File: src/rtl/core/i2cms_pkg.sv
// ----------------------------------------------------------------------------
// i2cms_pkg
// Shared types and constants of the I2C master control sequencer.
// ----------------------------------------------------------------------------
package i2cms_pkg;

   // Control machine states, numbered as the state code reports them
   typedef enum logic [4:0] {
      ST_OFF               = 5'd0,
      ST_IDLE              = 5'd1,
      ST_CLK_INIT          = 5'd2,
      ST_START_GEN         = 5'd3,
      ST_START_DONE        = 5'd4,
      ST_RD_SR1_WAIT_DR    = 5'd5,
      ST_ADDR_LOAD         = 5'd6,
      ST_ADDR_SHIFT        = 5'd7,
      ST_ADDR_FIN          = 5'd8,
      ST_RD_SR1_WAIT_SR2   = 5'd9,
      ST_DIR_SELECT        = 5'd10,
      ST_LOAD_SHIFT        = 5'd11,
      ST_LOAD_SHIFT_2      = 5'd12,
      ST_TX_DATA_1         = 5'd13,
      ST_TX_DATA_2         = 5'd14,
      ST_TX_DONE           = 5'd15,
      ST_RECV_DATA_1       = 5'd16,
      ST_RECV_DATA_2       = 5'd17,
      ST_CHECK_DR          = 5'd18,
      ST_CHECK_ACK_NACK    = 5'd19,
      ST_SEND_ACK          = 5'd20,
      ST_SEND_NACK         = 5'd21,
      ST_READ_FIN          = 5'd22,
      ST_STOP_GEN          = 5'd23,
      ST_STOP_DONE         = 5'd24,
      ST_ACK_ERROR         = 5'd25,
      ST_ERROR             = 5'd26,
      ST_DE_INIT           = 5'd27
   } state_type;

   // CPU register access codes
   localparam logic [2:0] OP_NONE   = 3'd0;
   localparam logic [2:0] OP_RD_SR1 = 3'd1;
   localparam logic [2:0] OP_RD_SR2 = 3'd2;
   localparam logic [2:0] OP_WR_DR  = 3'd3;
   localparam logic [2:0] OP_RD_DR  = 3'd4;

   // SR1 flags
   localparam logic [5:0] F_START = 6'h01;
   localparam logic [5:0] F_ADDR  = 6'h02;
   localparam logic [5:0] F_TXE   = 6'h04;
   localparam logic [5:0] F_BTF   = 6'h08;
   localparam logic [5:0] F_RXNE  = 6'h10;
   localparam logic [5:0] F_AF    = 6'h20;

   // SR2 flags
   localparam logic [2:0] M_MSL  = 3'h1;
   localparam logic [2:0] M_BUSY = 3'h2;
   localparam logic [2:0] M_TRA  = 3'h4;

   // Clear pulses
   localparam logic [2:0] CLR_REGS  = 3'h1;
   localparam logic [2:0] CLR_START = 3'h2;
   localparam logic [2:0] CLR_STOP  = 3'h4;

   // Shift engine commands
   localparam logic [1:0] SHIFT_NONE = 2'd0;
   localparam logic [1:0] SHIFT_TX   = 2'd1;
   localparam logic [1:0] SHIFT_RX   = 2'd2;

   // Acknowledge commands
   localparam logic [1:0] ACK_NONE = 2'd0;
   localparam logic [1:0] ACK_SEND = 2'd1;
   localparam logic [1:0] ACK_NACK = 2'd2;

   // Slave response bits
   localparam int unsigned RESP_ACK_BIT  = 0;
   localparam int unsigned RESP_NACK_BIT = 1;

   // One request: last field in the lowest bits
   typedef struct packed {
      logic [1:0] ack_response;
      logic       byte_loaded;
      logic       shift_loaded;
      logic       sending_data;
      logic       condition_done;
      logic       scl_ready;
      logic       rw_bit;
      logic [2:0] opcode;
      logic       ack_enable;
      logic       stop_req;
      logic       start_req;
      logic       enable;
   } item_type;

   // One result: last field in the lowest bits
   typedef struct packed {
      logic [1:0] ack_cmd;
      logic [1:0] shift_cmd;
      logic       gen_stop;
      logic       gen_start;
      logic       clk_init;
      logic       clock_stretch;
      logic       scl_on;
      logic [2:0] clear_pulses;
      logic [2:0] sr2_flags;
      logic [5:0] sr1_flags;
      logic [4:0] state_code;
   } result_type;

   localparam int unsigned ITEM_W   = $bits(item_type);
   localparam int unsigned RESULT_W = $bits(result_type);
   localparam int unsigned REQ_W    = ((ITEM_W + 7) / 8) * 8;
   localparam int unsigned RSP_W    = ((RESULT_W + 7) / 8) * 8;

endpackage

File: src/rtl/core/i2cms_fsm.sv
// ----------------------------------------------------------------------------
// i2cms_fsm
// Control state register with next-state and output decode for one request.
// ----------------------------------------------------------------------------
module i2cms_fsm
   import i2cms_pkg::*;
(
   input  logic       clock,
   input  logic       reset,
   input  logic       step,      // request in the input register moves on
   input  item_type   item,
   output result_type result
);

   state_type state_ff;
   state_type state_in;

   logic rd_sr1, rd_sr2, wr_dr, rd_dr;
   logic ack, nack, stop_only;
   logic [2:0] tra_rw;
   logic [2:0] mb;

   always_ff @(posedge clock) begin
      if (reset) begin
         state_ff <= ST_OFF;
      end else if (step) begin
         state_ff <= state_in;
      end
   end

   always_comb begin
      rd_sr1    = (item.opcode == OP_RD_SR1);
      rd_sr2    = (item.opcode == OP_RD_SR2);
      wr_dr     = (item.opcode == OP_WR_DR);
      rd_dr     = (item.opcode == OP_RD_DR);
      ack       = item.ack_response[RESP_ACK_BIT];
      nack      = item.ack_response[RESP_NACK_BIT];
      stop_only = item.stop_req & ~item.start_req;
      tra_rw    = item.rw_bit ? M_TRA : 3'h0;
      mb        = M_MSL | M_BUSY;

      state_in = state_ff;
      result   = '0;
      result.state_code = state_ff;

      unique case (state_ff)
         ST_OFF: begin
            if (item.enable) state_in = ST_IDLE;
         end
         ST_IDLE: begin
            if (item.start_req && !item.stop_req) state_in = ST_CLK_INIT;
         end
         ST_CLK_INIT: begin
            result.sr2_flags = mb;
            result.clk_init  = 1'b1;
            if (item.scl_ready) state_in = ST_START_GEN;
         end
         ST_START_GEN: begin
            result.sr2_flags = mb;
            result.scl_on    = 1'b1;
            result.gen_start = 1'b1;
            if (item.condition_done) state_in = ST_START_DONE;
         end
         ST_START_DONE: begin
            result.scl_on        = 1'b1;
            result.sr1_flags     = F_START;
            result.sr2_flags     = mb;
            result.clock_stretch = 1'b1;
            if (rd_sr1) state_in = ST_RD_SR1_WAIT_DR;
            if (item.stop_req) state_in = ST_STOP_GEN;
         end
         ST_RD_SR1_WAIT_DR: begin
            result.scl_on        = 1'b1;
            result.sr1_flags     = F_START;
            result.sr2_flags     = mb;
            result.clock_stretch = 1'b1;
            if (wr_dr) state_in = ST_ADDR_LOAD;
         end
         ST_ADDR_LOAD: begin
            result.clock_stretch = 1'b1;
            result.scl_on        = 1'b1;
            result.clear_pulses  = CLR_START;
            result.sr2_flags     = mb | tra_rw;
            result.shift_cmd     = SHIFT_TX;
            if (item.sending_data) state_in = ST_ADDR_SHIFT;
         end
         ST_ADDR_SHIFT: begin
            result.scl_on    = 1'b1;
            result.sr2_flags = mb | tra_rw;
            if (ack) state_in = ST_ADDR_FIN;
            else if (nack) state_in = ST_ACK_ERROR;
         end
         ST_ADDR_FIN: begin
            result.clock_stretch = 1'b1;
            result.scl_on        = 1'b1;
            result.sr1_flags     = F_ADDR;
            result.sr2_flags     = mb | tra_rw;
            if (rd_sr1) state_in = ST_RD_SR1_WAIT_SR2;
         end
         ST_RD_SR1_WAIT_SR2: begin
            result.clock_stretch = 1'b1;
            result.scl_on        = 1'b1;
            result.sr1_flags     = F_ADDR;
            result.sr2_flags     = mb | tra_rw;
            if (rd_sr2) state_in = ST_DIR_SELECT;
         end
         ST_DIR_SELECT: begin
            result.clock_stretch = 1'b1;
            result.scl_on        = 1'b1;
            result.sr2_flags     = mb | tra_rw;
            if (item.rw_bit) state_in = ST_RECV_DATA_1;
            else if (wr_dr) state_in = ST_LOAD_SHIFT;
            else if (stop_only) state_in = ST_STOP_GEN;
         end
         ST_LOAD_SHIFT: begin
            result.clock_stretch = 1'b1;
            result.scl_on        = 1'b1;
            result.sr2_flags     = mb;
            result.shift_cmd     = SHIFT_TX;
            if (item.shift_loaded) state_in = ST_LOAD_SHIFT_2;
         end
         ST_LOAD_SHIFT_2: begin
            result.clock_stretch = 1'b1;
            result.scl_on        = 1'b1;
            result.sr2_flags     = mb;
            result.sr1_flags     = F_TXE;
            if (item.sending_data) state_in = ST_TX_DATA_1;
         end
         ST_TX_DATA_1: begin
            result.scl_on    = 1'b1;
            result.sr1_flags = F_TXE;
            result.sr2_flags = mb;
            if (wr_dr) state_in = ST_TX_DATA_2;
            else if (ack) state_in = ST_TX_DONE;
            else if (nack) state_in = ST_ACK_ERROR;
         end
         ST_TX_DATA_2: begin
            result.scl_on    = 1'b1;
            result.sr2_flags = mb;
            if (ack) state_in = ST_LOAD_SHIFT;
            else if (nack) state_in = ST_ACK_ERROR;
         end
         ST_TX_DONE: begin
            result.clock_stretch = 1'b1;
            result.scl_on        = 1'b1;
            result.sr1_flags     = F_BTF | F_TXE;
            result.sr2_flags     = mb;
            if (wr_dr) state_in = ST_LOAD_SHIFT;
            else if (stop_only) state_in = ST_STOP_GEN;
         end
         ST_RECV_DATA_1: begin
            result.scl_on    = 1'b1;
            result.sr2_flags = mb | M_TRA;
            result.shift_cmd = SHIFT_RX;
            if (item.shift_loaded) state_in = ST_CHECK_ACK_NACK;
         end
         ST_RECV_DATA_2: begin
            result.scl_on    = 1'b1;
            result.sr2_flags = mb | M_TRA;
            result.sr1_flags = F_RXNE;
            result.shift_cmd = SHIFT_RX;
            if (rd_dr) state_in = ST_RECV_DATA_1;
            if (item.shift_loaded) state_in = ST_CHECK_DR;
         end
         ST_CHECK_DR: begin
            result.scl_on        = 1'b1;
            result.sr2_flags     = mb | M_TRA;
            result.sr1_flags     = F_RXNE;
            result.clock_stretch = 1'b1;
            if (rd_dr) state_in = ST_CHECK_ACK_NACK;
         end
         ST_CHECK_ACK_NACK: begin
            result.scl_on    = 1'b1;
            result.sr2_flags = mb | M_TRA;
            state_in = item.ack_enable ? ST_SEND_ACK : ST_SEND_NACK;
         end
         ST_SEND_ACK: begin
            result.scl_on    = 1'b1;
            result.sr2_flags = mb | M_TRA;
            result.ack_cmd   = ACK_SEND;
            if (item.byte_loaded) state_in = ST_RECV_DATA_2;
         end
         ST_SEND_NACK: begin
            result.scl_on    = 1'b1;
            result.sr2_flags = mb | M_TRA;
            result.ack_cmd   = ACK_NACK;
            if (item.byte_loaded) state_in = ST_READ_FIN;
         end
         ST_READ_FIN: begin
            result.scl_on        = 1'b1;
            result.sr2_flags     = mb | M_TRA;
            result.clock_stretch = 1'b1;
            result.sr1_flags     = F_RXNE;
            if (stop_only) state_in = ST_STOP_GEN;
         end
         ST_STOP_GEN: begin
            result.scl_on   = 1'b1;
            result.gen_stop = 1'b1;
            if (item.condition_done) state_in = ST_STOP_DONE;
         end
         ST_STOP_DONE: begin
            result.clear_pulses = CLR_STOP;
            state_in = ST_IDLE;
         end
         ST_ACK_ERROR: begin
            result.scl_on    = 1'b1;
            result.sr1_flags = F_AF;
            if (stop_only) state_in = ST_STOP_GEN;
         end
         ST_ERROR: begin
            state_in = ST_ERROR;
         end
         ST_DE_INIT: begin
            result.clear_pulses = CLR_REGS;
            state_in = ST_OFF;
         end
         default: begin
            // unused codes fall into the trap
            state_in = ST_ERROR;
         end
      endcase

      if (!item.enable && state_ff != ST_OFF && state_ff != ST_DE_INIT) begin
         state_in = ST_DE_INIT;
      end
   end

endmodule

File: src/rtl/core/i2c_master_sequencer_unit.sv
// ----------------------------------------------------------------------------
// i2c_master_sequencer_unit
// Control sequencer of an I2C master: one request per sampled cycle in,
// one result with status flags and line/shift commands out.
// ----------------------------------------------------------------------------
// Path:    a request goes from the input register through the state machine
//          into the result register, which drives rsp_tvalid.
// Throughput: one request per clock while the result is not stalled; the
//          state update is a single pass of decode logic, so back-to-back
//          requests chain through the state. Input stalls only while both
//          registers hold and rsp_tready is low.
// Reset: synchronous, active high; empties both registers and puts the
//          control machine in OFF.
// ----------------------------------------------------------------------------
module i2c_master_sequencer_unit
   import i2cms_pkg::*;
(
   input  logic             clock,
   input  logic             reset,
   // request channel
   input  logic             req_tvalid,
   output logic             req_tready,
   // [0] enable, [1] start_req, [2] stop_req, [3] ack_enable, [6:4] opcode,
   // [7] rw_bit, [8] scl_ready, [9] condition_done, [10] sending_data,
   // [11] shift_loaded, [12] byte_loaded, [14:13] ack_response, [15] unused
   input  logic [REQ_W-1:0] req_tdata,
   // result channel
   output logic             rsp_tvalid,
   input  logic             rsp_tready,
   // [4:0] state_code, [10:5] sr1_flags, [13:11] sr2_flags,
   // [16:14] clear_pulses, [17] scl_on, [18] clock_stretch,
   // [19] clk_init, [20] gen_start, [21] gen_stop, [23:22] shift_cmd,
   // [25:24] ack_cmd, [31:26] zero
   output logic [RSP_W-1:0] rsp_tdata
);

   // input register
   logic       in_valid_ff;
   item_type   in_item_ff;

   // result register
   logic       out_valid_ff;
   result_type out_data_ff;

   logic       out_free;   // result register can take a new result
   logic       step;       // request in the input register is decoded now
   result_type fsm_result;

   assign out_free   = ~out_valid_ff | rsp_tready;
   assign step       = in_valid_ff & out_free;
   // input register frees up whenever its request moves on
   assign req_tready = ~in_valid_ff | out_free;

   always_ff @(posedge clock) begin
      if (reset) begin
         in_valid_ff <= 1'b0;
      end else if (req_tready) begin
         in_valid_ff <= req_tvalid;
      end
   end

   always_ff @(posedge clock) begin
      if (req_tready && req_tvalid) begin
         in_item_ff <= item_type'(req_tdata[ITEM_W-1:0]);
      end
   end

   // State register and decode; state advances only when the result is kept
   i2cms_fsm u_fsm (
      .clock  (clock),
      .reset  (reset),
      .step   (step),
      .item   (in_item_ff),
      .result (fsm_result)
   );

   always_ff @(posedge clock) begin
      if (reset) begin
         out_valid_ff <= 1'b0;
      end else if (out_free) begin
         out_valid_ff <= in_valid_ff;
      end
   end

   always_ff @(posedge clock) begin
      if (step) begin
         out_data_ff <= fsm_result;
      end
   end

   assign rsp_tvalid = out_valid_ff;
   assign rsp_tdata  = {{(RSP_W - RESULT_W){1'b0}}, out_data_ff};

endmodule

File: config.mk
export PLATFORM = sky130hd
export DESIGN_NAME = i2c_master_sequencer_unit
export DESIGN_NICKNAME = d
export VERILOG_FILES = /design/src/rtl/core/i2cms_pkg.sv /design/src/rtl/core/i2cms_fsm.sv /design/src/rtl/core/i2c_master_sequencer_unit.sv
export SDC_FILE = /design/constraint.sdc
export NUM_CORES = 1
export LEC_CHECK = 0
export ABC_CLOCK_PERIOD_IN_PS = 3950
export BUFFER_PORTS_ARGS = -buffer_cell sky130_fd_sc_hd__buf_4
export CAP_MARGIN = 10
export CORE_AREA = 2 2 83 117
export DETAILED_ROUTE_END_ITERATION = 10
export DIE_AREA = 0 0 85 119
export GPL_TIMING_DRIVEN = 0
export MAX_ROUTING_LAYER = met4
export PLACE_DENSITY = 0.58
export SLEW_MARGIN = 0
export SYNTH_ARGS = -nofsm -noshare
export SYNTH_HDL_FRONTEND = slang
export SYNTH_SLANG_ARGS = --single-unit
File: constraint.sdc
create_clock -name clock -period 3.95 [get_ports clock]
set_clock_uncertainty 0.1 [all_clocks]
set_input_delay 0.79 -clock clock [delete_from_list [all_inputs] [get_ports clock]]
set_output_delay 0.79 -clock clock [all_outputs]
set_load 0.05 [all_outputs]
==> results by group <==
CTS
  • Post-CTS setup buffers: 0
  • Post_cts resized: 0
  • Worst-path clk slew: 60 ps
  • Cts hold-fix bufs: 0
  • Max Buffers Root-to-Sink: 2
  • CTS tree: done
  • Num CTS Buffers: 5
  • # H-tree levels: 2
  • Clk Latency, worst-skew pair: 290 ps
  • CTS Sinks: 47
  • Root Driver: clkbuf_16

Pwr
  • Clk pwr share: 35.3%
  • Leak: 1.263 nW
  • Sequential Power Share: 50.1%
  • Internal: 847.9 µW
  • NetSw: 297.1 µW
  • Power per Cell Area: 343.9 nW/µm²
  • Switching share of power: 25.95%
  • Logic pwr share: 14.7%
  • Peak VDD IR: 161.1 µV

Synthesis
  • Register area share after synthesis: 50.16%
  • Post-synth ARST share: 0%
  • Ranking of synthesized cells by area: edfxtp_1 (45%), dfxtp_1 (5.2%), nor3_1 (3.9%)
  • Cell taking the most area after synthesis: edfxtp_1
  • Synth warn: 0
  • Yosys top cell area share: 44.92%
  • Gate Count Post-Synth: 261
  • Synth top cells by count: edfxtp_1 (40), nand2_1 (24), nor2_1 (24)
  • Most used DFF post-synth: edfxtp_1
  • Number of synthesized flops with an enable pin: 40
  • Area of the mapped netlist: 2674 µm²
  • Top-count cell post-synth: edfxtp_1
  • Synth Register Bits: 47
  • Synth cell types: 63
  • Synth Area per Inst: 10.24 µm²

GRT
  • First-pass GRT wire length: 12,350 µm
  • Antenna violations before repair: 0
  • Global route overflow: 0
  • Largest net degree at the start of global routing: 22
  • Number of global-route vias before repair: 2,209
  • GRT Total Usage: 16.43%

Route
  • DRT Wirelength: 7949 µm
  • Drt wl/cell: 18.44 µm
  • Post-DR vias/cell: 5.258
  • 1st-iter DRT viols: 192
  • ANT nets after route: 0
  • 1st-pass router iterations: 4
  • DRC Markers: 0
  • Total number of vias: 2,266

Place
  • Port Buffer Count: 46
  • Detail Placement HPWL: 5999 µm
  • GP Congestion: 0.9578
  • Area after DPL: 3193 µm²

Floorplan
  • Starting Density: 29.07%
  • Std-Cell Rows: 42
  • Die Width: 85 µm
  • Die area: 10,120 µm²
  • Core Area: 9196 µm²
  • IO Pins: 54
  • Die height: 119 µm

Timing
  • Final period utilization: 59.58%
  • Fin. max-slew vios: 0
  • Final setup viols: 0
  • Setup TNS: 0 ps
  • Final Hold Fails: 0
  • Max transition margin: 55.99%
  • Fin crit period: 2353 ps
  • Measured slew at the worst slew-check pin: 660.2 ps
  • RSZ-0062 raised after global routing: no
  • Highest Clock Rate: 0.4249 GHz

Cells and area
  • Area added between synthesis and finish: 24.52%
  • # diodes: 0
  • Filler Cell Count: 951
  • Ratio of cells with drive above 1 in the final layout: 28.35%
  • Design Area, Final: 3329 µm²
  • Layout net count: 340

Worst setup path
  • Worst r2r src: u_fsm.state_ff[2]
  • Worst path required time: 4000 ps
  • Setup CP Type: input pin to flop
  • Critical path arrival: 2410 ps
  • Crit end category: flop
  • R2r worst-path depth: 7
  • Critical Path Start Type: input pin
  • Max FO, Critical Path: 21
  • R2R Setup Slk: 1620 ps
  • Reg2Reg Capture Point: u_fsm.state_ff[4]
  • Crit path from: rsp_tready

Hold path
  • Worst min-delay path endpoint: rsp_tdata[0]
  • WHS Path Cells: 0
  • Min-Delay Path Class: flop to flop
  • Hold_sp: u_fsm.state_ff[0]

Flow run
  • Max cap viols: 0

Status
  • Outcome: complete, no violations
## metal layers
metal  wire length, µm  track usage [%]
met1              3029            18.41
met2              4048            27.20
met4               422            10.12
met3               449            2.426
met5                 0                -
## cell usage in the layout, fill, tap and decap left out, types with 3 or more instances in the layout
| cell | n |
|---|---|
| buf_4 | 56 |
| edfxtp_1 | 40 |
| nand2_1 | 24 |
| nor2_1 | 24 |
| nor3_1 | 21 |
| a21oi_1 | 12 |
| buf_2 | 11 |
| o21ai_0 | 10 |
| nor2b_1 | 8 |
| a31oi_1 | 7 |
| dfxtp_1 | 7 |
| nand2b_1 | 6 |
| conb_1 | 6 |
| nor3b_1 | 5 |
| clkbuf_16 | 5 |
| o22ai_1 | 4 |
| buf_6 | 3 |
| inv_1 | 3 |
| clkinv_1 | 3 |
| a32oi_1 | 3 |
| a21oi_2 | 3 |
| mux2i_1 | 3 |
## final cells by class
class                      instances  area, µm²  area share [%]
sequential                        47       1341           40.29
multi-input combinational        188       1164           34.95
timing repair buffer              47      360.3           10.82
buffer                            27      175.2           5.261
tap                              110      137.6           4.134
clock buffer                       6      128.9           3.871
inverter                           4      15.01          0.4510
clock inverter                     2      7.507          0.2255
## cell families after synthesis
family / share of synthesized area (%)
other: 0.1402
XOR/XNOR: 0.3276
multiplexers: 1.684
AND/OR/NAND/NOR: 22.37
flip-flops: 50.16
AO/OA/AOI/OAI: 18.20
buffers and inverters: 7.112
## per-stage QoR
stage	util (%)	setup WS [ps]	instances	total power, mW	hold slack [ps]
after floorplan	-	798.1	266	0.6944	309.5
after global placement	34.53	54.72	422	0.7500	320.0
after detailed placement	34.72	1303	423	0.7521	324.0
after CTS	36.20	1603	431	1.156	339.7
after global routing	36.20	1507	431	1.189	359.4
final	36.20	1597	431	1.145	340.9
## worst max-delay path by stage
stage	end	slack (ps)	cells past startpoint
2_1_floorplan	u_fsm.state_ff[4]	800	6
3_3_place_gp	u_fsm.state_ff[3]	50	7
3_5_place_dp	u_fsm.state_ff[3]	1300	8
4_1_cts	req_tready	1600	4
5_1_grt	u_fsm.state_ff[3]	1510	8
6_report	u_fsm.state_ff[3]	1600	8
## power groups by stage
| stage | Sequential (mW) | Combinational [mW] | Clock (mW) |
|---|---|---|---|
| 2_1_floorplan | 0.617 | 0.0773 | 0 |
| 5_1_grt | 0.576 | 0.177 | 0.436 |
| 3_3_place_gp | 0.585 | 0.165 | 0 |
| 6_report | 0.574 | 0.168 | 0.404 |
| 3_5_place_dp | 0.584 | 0.168 | 0 |
| 4_1_cts | 0.574 | 0.168 | 0.415 |
## critical path, cell delays in order
cell,delay [ps]
buf_4,80
nor2b_1,60
nor2b_2,330
buf_8,240
o41a_1,190
o21ai_2,70
a211oi_1,460
o32ai_2,160
## flip-flops by register name, summed over array words and instances, names as in the netlist
name	flops
in_item_ff	15
in_valid_ff	1
rsp_tdata	25
rsp_tvalid	1
u_fsm.state_ff	5
Power figures use the tool's default switching activity.
